## src/hw/rtl/hrlp_pkg.sv

```systemverilog
`default_nettype none

package hrlp_pkg;

	localparam int PATH_CAPACITY = 255;
	localparam int PCOUNT_W      = $clog2(PATH_CAPACITY + 1);
	localparam int PLEN_W        = (PCOUNT_W > 8) ? PCOUNT_W : 8;

	localparam logic [7:0] CH_SPACE = 8'h20;
	localparam logic [7:0] CH_DOT   = 8'h2E;
	localparam logic [7:0] CH_ZERO  = 8'h30;
	localparam logic [7:0] CH_NINE  = 8'h39;
	localparam logic [7:0] CH_NUL   = 8'h00;

	localparam logic [1:0] KIND_PATH   = 2'd0;
	localparam logic [1:0] KIND_ACCEPT = 2'd1;
	localparam logic [1:0] KIND_REJECT = 2'd2;

	localparam logic [1:0] ERR_METHOD  = 2'd0;
	localparam logic [1:0] ERR_PATH    = 2'd1;
	localparam logic [1:0] ERR_VERSION = 2'd2;

	localparam logic [3:0] M_CONNECT = 4'd0;
	localparam logic [3:0] M_DELETE  = 4'd1;
	localparam logic [3:0] M_GET     = 4'd2;
	localparam logic [3:0] M_HEAD    = 4'd3;
	localparam logic [3:0] M_OPTIONS = 4'd4;
	localparam logic [3:0] M_PATCH   = 4'd5;
	localparam logic [3:0] M_POST    = 4'd6;
	localparam logic [3:0] M_PUT     = 4'd7;
	localparam logic [3:0] M_TRACE   = 4'd8;
	localparam int         N_METHODS = 9;

	localparam logic [2:0] MAX_LETTERS = 3'd7;
	localparam logic [2:0] PREFIX_LAST = 3'd4;

	typedef enum logic [6:0] {
		PH_METHOD    = 7'b0000001,
		PH_PATH_SKIP = 7'b0000010,
		PH_PATH      = 7'b0000100,
		PH_PREFIX    = 7'b0001000,
		PH_MAJOR     = 7'b0010000,
		PH_MINOR     = 7'b0100000,
		PH_DONE      = 7'b1000000
	} phase_t;

	typedef struct packed {
		phase_t                phase;
		logic [55:0]           letters;
		logic [2:0]            lcount;
		logic [2:0]            ppos;
		logic [3:0]            method;
		logic [PCOUNT_W-1:0]   pcount;
		logic [7:0]            major;
		logic [7:0]            minor;
	} pstate_t;

	localparam pstate_t PSTATE_RESET = '{
		phase:   PH_METHOD,
		letters: '0,
		lcount:  '0,
		ppos:    '0,
		method:  '0,
		pcount:  '0,
		major:   '0,
		minor:   '0
	};

	typedef struct packed {
		logic [1:0] kind;
		logic [7:0] path_byte;
		logic [3:0] method;
		logic [7:0] major;
		logic [7:0] minor;
		logic [7:0] plen;
		logic [1:0] err;
	} result_t;

	function automatic logic [55:0] method_word(input logic [3:0] k);
		logic [55:0] w;
		unique case (k)
			M_CONNECT: w = 56'("CONNECT");
			M_DELETE:  w = 56'("DELETE");
			M_GET:     w = 56'("GET");
			M_HEAD:    w = 56'("HEAD");
			M_OPTIONS: w = 56'("OPTIONS");
			M_PATCH:   w = 56'("PATCH");
			M_POST:    w = 56'("POST");
			M_PUT:     w = 56'("PUT");
			M_TRACE:   w = 56'("TRACE");
			default:   w = '1;
		endcase
		return w;
	endfunction

	function automatic logic [2:0] method_len(input logic [3:0] k);
		logic [2:0] n;
		unique case (k) inside
			M_CONNECT, M_OPTIONS:        n = 3'd7;
			M_DELETE:                    n = 3'd6;
			M_PATCH, M_TRACE:            n = 3'd5;
			M_HEAD, M_POST:              n = 3'd4;
			M_GET, M_PUT:                n = 3'd3;
			default:                     n = 3'd0;
		endcase
		return n;
	endfunction

	function automatic logic [7:0] prefix_char(input logic [2:0] pos);
		logic [7:0] ch;
		unique case (pos)
			3'd0:    ch = 8'h48; // H
			3'd1:    ch = 8'h54; // T
			3'd2:    ch = 8'h54; // T
			3'd3:    ch = 8'h50; // P
			3'd4:    ch = 8'h2F; // /
			default: ch = 8'h00;
		endcase
		return ch;
	endfunction

	// v*10 + d, clamped to 255
	function automatic logic [7:0] add_digit(input logic [7:0] v, input logic [3:0] d);
		logic [11:0] r;
		r = ({4'd0, v} * 12'd10) + {8'd0, d};
		return (r > 12'd255) ? 8'hFF : r[7:0];
	endfunction

endpackage

`default_nettype wire

```

## src/hw/rtl/hrlp_step.sv

```systemverilog
`default_nettype none

module hrlp_step (
	input  var hrlp_pkg::pstate_t cur,
	input  wire [7:0]             c,
	output hrlp_pkg::pstate_t     nxt,
	output logic                  res_valid,
	output hrlp_pkg::result_t     res
);
	import hrlp_pkg::*;

	logic              digit;
	logic              hit;
	logic [3:0]        hit_code;
	logic              rej;
	logic [1:0]        rej_err;
	logic              emit;
	logic              acc;
	logic [PLEN_W-1:0] pcount_ext;
	logic [7:0]        plen;

	assign digit = (c >= CH_ZERO) && (c <= CH_NINE);

	always_comb begin
		hit      = 1'b0;
		hit_code = '0;
		for (int k = 0; k < N_METHODS; k++) begin
			if (cur.lcount == method_len(4'(k)) && cur.letters == method_word(4'(k))) begin
				hit      = 1'b1;
				hit_code = 4'(k);
			end
		end
	end

	always_comb begin
		nxt     = cur;
		rej     = 1'b0;
		rej_err = ERR_METHOD;
		emit    = 1'b0;
		acc     = 1'b0;
		unique case (cur.phase)
			PH_METHOD: begin
				if (c == CH_SPACE) begin
					if (!hit) begin
						rej = 1'b1;
					end else begin
						nxt.method = hit_code;
						nxt.phase  = PH_PATH_SKIP;
					end
				end else if (c == CH_NUL || cur.lcount == MAX_LETTERS) begin
					rej = 1'b1;
				end else begin
					nxt.letters = {cur.letters[47:0], c};
					nxt.lcount  = cur.lcount + 3'd1;
				end
			end
			PH_PATH_SKIP: begin
				if (c == CH_NUL) begin
					rej     = 1'b1;
					rej_err = ERR_PATH;
				end else if (c != CH_SPACE) begin
					emit = 1'b1;
				end
			end
			PH_PATH: begin
				if (c == CH_SPACE) begin
					nxt.phase = PH_PREFIX;
					nxt.ppos  = '0;
				end else if (c == CH_NUL ||
				             PLEN_W'(cur.pcount) >= PLEN_W'(PATH_CAPACITY)) begin
					rej     = 1'b1;
					rej_err = ERR_PATH;
				end else begin
					emit = 1'b1;
				end
			end
			PH_PREFIX: begin
				if (cur.ppos == 3'd0 && c == CH_SPACE) begin
					// extra spaces ahead of the version
				end else if (cur.ppos > PREFIX_LAST || c != prefix_char(cur.ppos)) begin
					rej     = 1'b1;
					rej_err = ERR_VERSION;
				end else begin
					nxt.ppos = cur.ppos + 3'd1;
					if (cur.ppos == PREFIX_LAST) begin
						nxt.phase = PH_MAJOR;
					end
				end
			end
			PH_MAJOR: begin
				if (digit) begin
					nxt.major = add_digit(cur.major, c[3:0]);
				end else if (c == CH_DOT) begin
					nxt.phase = PH_MINOR;
				end else begin
					rej     = 1'b1;
					rej_err = ERR_VERSION;
				end
			end
			PH_MINOR: begin
				if (digit) begin
					nxt.minor = add_digit(cur.minor, c[3:0]);
				end else begin
					acc = 1'b1;
				end
			end
			PH_DONE: begin
			end
			default: begin
			end
		endcase

		if (emit) begin
			nxt.pcount = cur.pcount + PCOUNT_W'(1);
			nxt.phase  = PH_PATH;
		end
		if (rej || acc) begin
			nxt.phase = PH_DONE;
		end
	end

	assign pcount_ext = PLEN_W'(nxt.pcount);
	assign plen       = (pcount_ext > PLEN_W'(255)) ? 8'hFF : pcount_ext[7:0];

	always_comb begin
		res           = '0;
		res.plen      = plen;
		res.method    = cur.method;
		res_valid     = emit || rej || acc;
		if (emit) begin
			res.kind      = KIND_PATH;
			res.path_byte = c;
		end else if (acc) begin
			res.kind  = KIND_ACCEPT;
			res.major = cur.major;
			res.minor = cur.minor;
		end else begin
			res.kind = KIND_REJECT;
			res.err  = rej_err;
			// no method known yet while letters are still being collected
			if (cur.phase == PH_METHOD) begin
				res.method = '0;
			end
		end
	end

endmodule

`default_nettype wire

```

## src/hw/rtl/http_request_line_parser_unit.sv

```systemverilog
`default_nettype none

// channel  dir  handshake          payload
// s_*      in   s_tvalid/s_tready  tdata = char_byte, tlast = last_byte
// m_*      out  m_tvalid/m_tready  tuser = result_kind, tdata = path..error fields
//
// One byte per cycle while the result register is not stalled; a taken byte goes to the
// input register, then through the one-pass parse step into the result register (m_tvalid).
// The last byte of a text runs the step a second time with a NUL to close the request,
// all in the same cycle, and the parse state returns to its reset value.
// Reset clears the state and both valid flags; no clearing pass.
// A stalled result register stops the input register, which then holds s_tready low.
module http_request_line_parser_unit (
	input  wire         clk,
	input  wire         arst_n,
	input  wire         s_tvalid,
	output logic        s_tready,
	input  wire  [7:0]  s_tdata,   // [7:0] char_byte
	input  wire         s_tlast,   // last_byte
	output logic        m_tvalid,
	input  wire         m_tready,
	output logic [39:0] m_tdata,   // [7:0] path_byte, [11:8] method_code,
	                               // [19:12] version_major, [27:20] version_minor,
	                               // [35:28] path_length, [37:36] error_code, rest zero
	output logic [1:0]  m_tuser    // [1:0] result_kind
);
	import hrlp_pkg::*;

	logic       valid_s1;
	logic [7:0] char_s1;
	logic       last_s1;

	pstate_t    state_q;
	logic       out_valid_q;
	result_t    out_q;

	pstate_t    nxt_a;
	pstate_t    nxt_b;
	logic       va;
	logic       vb;
	result_t    ra;
	result_t    rb;

	pstate_t    state_d;
	logic       res_v;
	result_t    res_d;
	logic       advance;

	hrlp_step u_step_byte (
		.cur       (state_q),
		.c         (char_s1),
		.nxt       (nxt_a),
		.res_valid (va),
		.res       (ra)
	);

	// end-of-text close: same step fed a NUL
	hrlp_step u_step_close (
		.cur       (nxt_a),
		.c         (CH_NUL),
		.nxt       (nxt_b),
		.res_valid (vb),
		.res       (rb)
	);

	always_comb begin
		state_d = nxt_a;
		res_v   = va;
		res_d   = ra;
		if (last_s1) begin
			state_d = PSTATE_RESET;
			if (nxt_a.phase != PH_DONE && vb) begin
				res_v = 1'b1;
				res_d = rb;
			end
		end
	end

	assign advance  = valid_s1 && (!out_valid_q || m_tready);
	assign s_tready = !valid_s1 || advance;

	always_ff @(posedge clk or negedge arst_n) begin
		if (!arst_n) begin
			valid_s1    <= 1'b0;
			state_q     <= PSTATE_RESET;
			out_valid_q <= 1'b0;
		end else begin
			if (s_tready) begin
				valid_s1 <= s_tvalid;
			end
			if (advance) begin
				state_q <= state_d;
			end
			if (advance && res_v) begin
				out_valid_q <= 1'b1;
			end else if (m_tready) begin
				out_valid_q <= 1'b0;
			end
		end
	end

	always_ff @(posedge clk) begin
		if (s_tvalid && s_tready) begin
			char_s1 <= s_tdata;
			last_s1 <= s_tlast;
		end
		if (advance && res_v) begin
			out_q <= res_d;
		end
	end

	assign m_tvalid = out_valid_q;
	assign m_tuser  = out_q.kind;
	assign m_tdata  = {2'b00, out_q.err, out_q.plen, out_q.minor, out_q.major,
	                   out_q.method, out_q.path_byte};

endmodule

`default_nettype wire

```

## config.mk

```make
export PLATFORM = sky130hd
export DESIGN_NAME = http_request_line_parser_unit
export DESIGN_NICKNAME = d
export VERILOG_FILES = /design/src/hw/rtl/hrlp_pkg.sv /design/src/hw/rtl/hrlp_step.sv /design/src/hw/rtl/http_request_line_parser_unit.sv
export SDC_FILE = /design/constraint.sdc
export NUM_CORES = 1
export LEC_CHECK = 0
export BUFFER_PORTS_ARGS = -buffer_cell sky130_fd_sc_hd__buf_2
export CAP_MARGIN = 10
export CORE_ASPECT_RATIO = 0.6
export CORE_MARGIN = 5
export CORE_UTILIZATION = 40
export CTS_CLUSTER_DIAMETER = 30
export DETAILED_ROUTE_END_ITERATION = 16
export GPL_ROUTABILITY_DRIVEN = 0
export PLACE_DENSITY = 0.61
export SYNTH_ARGS = -nofsm -noshare
export SYNTH_HDL_FRONTEND = slang
export SYNTH_HIERARCHICAL = 1
export SYNTH_SLANG_ARGS = --single-unit
```

## constraint.sdc

```tcl
create_clock -name clk -period 8.8 [get_ports clk]
set_input_delay 2.2 -clock clk [delete_from_list [all_inputs] [get_ports clk]]
set_output_delay 2.2 -clock clk [all_outputs]
set_load 0.05 [all_outputs]
```

After elaboration in Yosys (flattened, before gate mapping):

Index checks and enable logic that the tools add are counted.

* order comparisons: 8
* muxes and demuxes: 103
* reductions and logical operators: 38
* add/sub/neg operators: 5
* equality and inequality tests: 41
* $mul: 2

Operators by type and width (count)
* 59-bit 2-to-1 mux: 3
* 56-bit by 23-bit equality test with 1-bit output (second input constant): 2
* 56-bit by 31-bit equality test with 1-bit output (second input constant): 2
* 56-bit by 39-bit equality test with 1-bit output (second input constant): 2
* 56-bit by 55-bit equality test with 1-bit output (second input constant): 2
* 97-bit 2-to-1 mux: 1
* 8-bit 2-to-1 mux: 12
* 7-bit one-hot mux with 4 select lines: 3
* 40-bit 2-to-1 mux: 2
* 7-bit 2-to-1 mux: 10
* 56-bit by 47-bit equality test with 1-bit output (second input constant): 1
* 1-bit 2-to-1 mux: 34
* 16-bit 2-to-1 mux: 2
* 4-bit 2-to-1 mux: 8
* 2-bit 2-to-1 mux: 14
* 12-bit by 4-bit adder with 12-bit output: 2
* 12-bit by 8-bit > comparator with 1-bit output (second input constant): 2
* 8-bit by 3-bit multiplier with 11-bit output (second input constant): 2
* 3-bit 2-to-1 mux: 7
* 20-bit 2-to-1 mux: 1
* 3-bit equality test (second input constant): 6
* 8-bit by 6-bit equality test with 1-bit output (second input constant): 2
* 3-bit by 2-bit equality test with 1-bit output (second input constant): 5
* 1-bit logical AND: 15
* 32 further kinds: 57

* output and inout port bits: 44
* flip-flop bits (word level): 148
* word-level logic and storage cells: 216
* input bits: 13

Depth between registers and ports, before layout:

* word-level depth: 28
* mapped depth: 22
* depth with buffers taken out: 21

By module:

The synthesis kept the hierarchy.

By module, submodules not included
* http_request_line_parser_unit: cells each 425, instances 1, area each 6348.6 um^2, seq. area each 3950.0 um^2
* hrlp_step (u_step_close): cells each 499, instances 1, area each 3898.7 um^2, seq. area each 0.0 um^2
* hrlp_step (u_step_byte): cells each 505, instances 1, area each 3841.2 um^2, seq. area each 0.0 um^2

Worst setup path before layout:

No wires, ideal clock.

* path type: register to register
* start point: reg state_q[28] (netlist bit)
* end point: reg out_q (netlist bit m_tdata[0]) (enable)
* data required time: 8349 ps
* slack: 1748 ps
* buffers on the path: 1
* setup time: 451 ps
* clock period less this slack: 7052 ps
* data arrival time: 6601 ps
* cell stages (with the launch flop): 22
* cell sequence: dfrtp_1 inv_1 ha_1 a2111oi_0 a31oi_1 a2111o_1 or3_4 a21oi_2 o32ai_1 nor3_4 nand3b_1 or3_1 nor4_1 or2b_2 o21bai_1 nor2_1 o21ai_1 or2_2 and2_1 o41ai_4 buf_6 a21oi_1

RTL lines
* start: declaration: line http_request_line_parser_unit.sv:33 `pstate_t state_q;`
* start signal: assignment: line http_request_line_parser_unit.sv:92 `state_q <= state_d;`
* end signal: assignment: line http_request_line_parser_unit.sv:108 `out_q <= res_d;`
* end: declaration: line http_request_line_parser_unit.sv:35 `result_t out_q;`

==> results.md <==
- Status: finished clean
- Syn Area/Cell: 10.2 um2
- DRT iter0 DRCs: 1242
- Mapped Cells: 1171
- CP startpoint kind: register
- H-tree depth: 4
- Worst path required time: 8.99 ns
- Max Slew Vio Count: 0
- Max-Cap Viols: 0
- Global-route wire length before repair: 56500 um
- Die area: 0.0335 mm2
- Clock Pin Slew Worst Setup and Hold Paths: 0.07 ns
- Share of layout cells above drive strength 1: 0.256
- Global routing usage on met1: 0.356
- Power Dens Cells: 204 mW/mm2
- Starting Density: 0.402
- Worst slew pin tran: 1.24 ns
- VDD IR max: 126 uV
- Post-Route WL: 36300 um
- Final Hold Fails: 0
- GR Util met3: 0.0847
- Antenna cells: 0
- DRT Pass-1 Iters: 6
- Final Setup Violations: 0
- RSZ-0062 raised after global routing: false
- Layout Nets: 1306
- Dpl ws: 2.50 ns
- Final hold slack: 0.514 ns
- All-layer global routing usage: 0.220
- Final Critical Period: 6.45 ns
- Setup Skew: 0.00635 ns
- Gr ovfl total: 0
- Total I/O pin count: 57
- CTS buffer count: 17
- Die W: 233 um
- Floorplan row count: 49
- Final worst path period share: 0.733
- Layout area overhead: 11.0%
- Vias in the first global route: 9181
- DRC violations left: 0
- CTS Sinks: 148
- Worst path arrival time: 6.64 ns
- Clock Root Buffer: clkbuf_16
- Max Root-Sink Buffers: 2
- Commonest cells after routing, fill and taps aside: mux2_2 (181), nor2b_1 (112), dfrtp_1 (98)
- Cell leakage power: 5.48 nW
- Post-route ant nets: 0
- Worst Slack Setup Final: 2.35 ns
- Synthesized area: 0.0119 mm2
- Slew HR: 0.174
- # hold bufs at CTS: 0
- Vias per Instance: 5.91
- Die Ht: 144 um
- PortBufs: 54
- CP endpoint kind: register
- Max Clock Freq: 0.155 GHz
- Warnings, synthesis: 6
- Largest net degree at the start of global routing: 74
- Crit Path Category: reg2reg
- Total core area: 0.0297 mm2
- TritonCTS clock tree: done
- Met2 Usage GRT: 0.264
- DR vias: 9768
- Antenna violations before repair: 1
- Worst hold path type: reg2reg
- Utilization after layout: 0.446
- Post-CTS resize count: 0
- Worst-path maximum fanout: 40
- Routed wire length per instance: 22.0 um
- Latest clock arrival within the worst-skew pair: 0.44 ns
- Layer with the highest usage: met1
- Commonest non-fill, non-tap cell in the layout: mux2_2
- Setup TNS: 0 ns
- Total chip power: 2.69 mW
- Post-DP HPWL: 27000 um
- Post-CTS setup buffers: 0
## flip-flops by register name (all words and copies together), names as in the netlist
name and count:
m_tuser 2, m_tdata 38, valid_s1 1, m_tvalid 1, state_q 97, last_s1 1
char_s1 8
## worst paths after layout
| kind | slack, ns | cells past startpoint | to | start |
|---|---|---|---|---|
| max in group asynchronous | 5.77 | 2 | state_q[63]$_DFFE_PN0P_ | arst_n |
| min in group asynchronous | 1.69 | 1 | state_q[6]$_DFFE_PN0P_ | arst_n |
| worst min register to register | 0.51 | 1 | state_q[27]$_DFFE_PN0P_ | state_q[27]$_DFFE_PN0P_ |
| worst min-delay path | 0.51 | 1 | state_q[27]$_DFFE_PN0P_ | state_q[27]$_DFFE_PN0P_ |
| worst max-delay path | 2.35 | 21 | m_tdata[9]$_DFFE_PP_ | state_q[28]$_DFFE_PN0P_ |
| worst max register to register | 2.35 | 21 | m_tdata[9]$_DFFE_PP_ | state_q[28]$_DFFE_PN0P_ |
## area by class of cell
class,instances,area (um2)
fill,2831,16400
multi-input combinational,976,7710
sequential,148,3950
tap,408,510
clock buffer,19,454
timing repair buffer,66,363
clock inverter,13,156
inverter,24,90.1
## routing by layer
| layer | up-vias | share of wire |
|---|---|---|
| met5 | - | 0 |
| met4 | 0 | 0.014 |
| met3 | 58 | 0.12 |
| met2 | 469 | 0.36 |
| met1 | 4802 | 0.51 |
| li1 | 4439 | - |
## report_power, final
group	internal (mW)	leakage (nW)	switching [mW]
Clock	0.462	0.300	0.311
Sequential	0.794	1.77	0.139
Combinational	0.383	3.41	0.606
Total	1.64	5.48	1.06
## metrics by stage
stage | area (um2) | instances
global route | 13200 | 1654
global placement | 12600 | 1622
detailed placement | 12600 | 1622
floorplan | 12100 | 1208
CTS | 13200 | 1654
finish | 13200 | 1654
## worst max-delay path: stages, from the launching register on
cell	delay [ns]
dfrtp_1	0.44
inv_1	0.13
ha_1	0.33
a2111oi_0	0.42
a31oi_1	0.08
a2111o_1	0.44
or3_4	0.37
nor3_2	0.34
o21ai_1	0.10
a31oi_1	0.31
inv_1	0.15
ha_1	0.32
a2111oi_0	0.48
o2111ai_1	0.16
a21oi_1	0.25
o21a_1	0.22
o21ai_1	0.08
or2_2	0.28
and2_1	0.19
o41ai_4	0.08
buf_4	0.55
mux2_2	0.41
(Power assumes the default switching activity.)
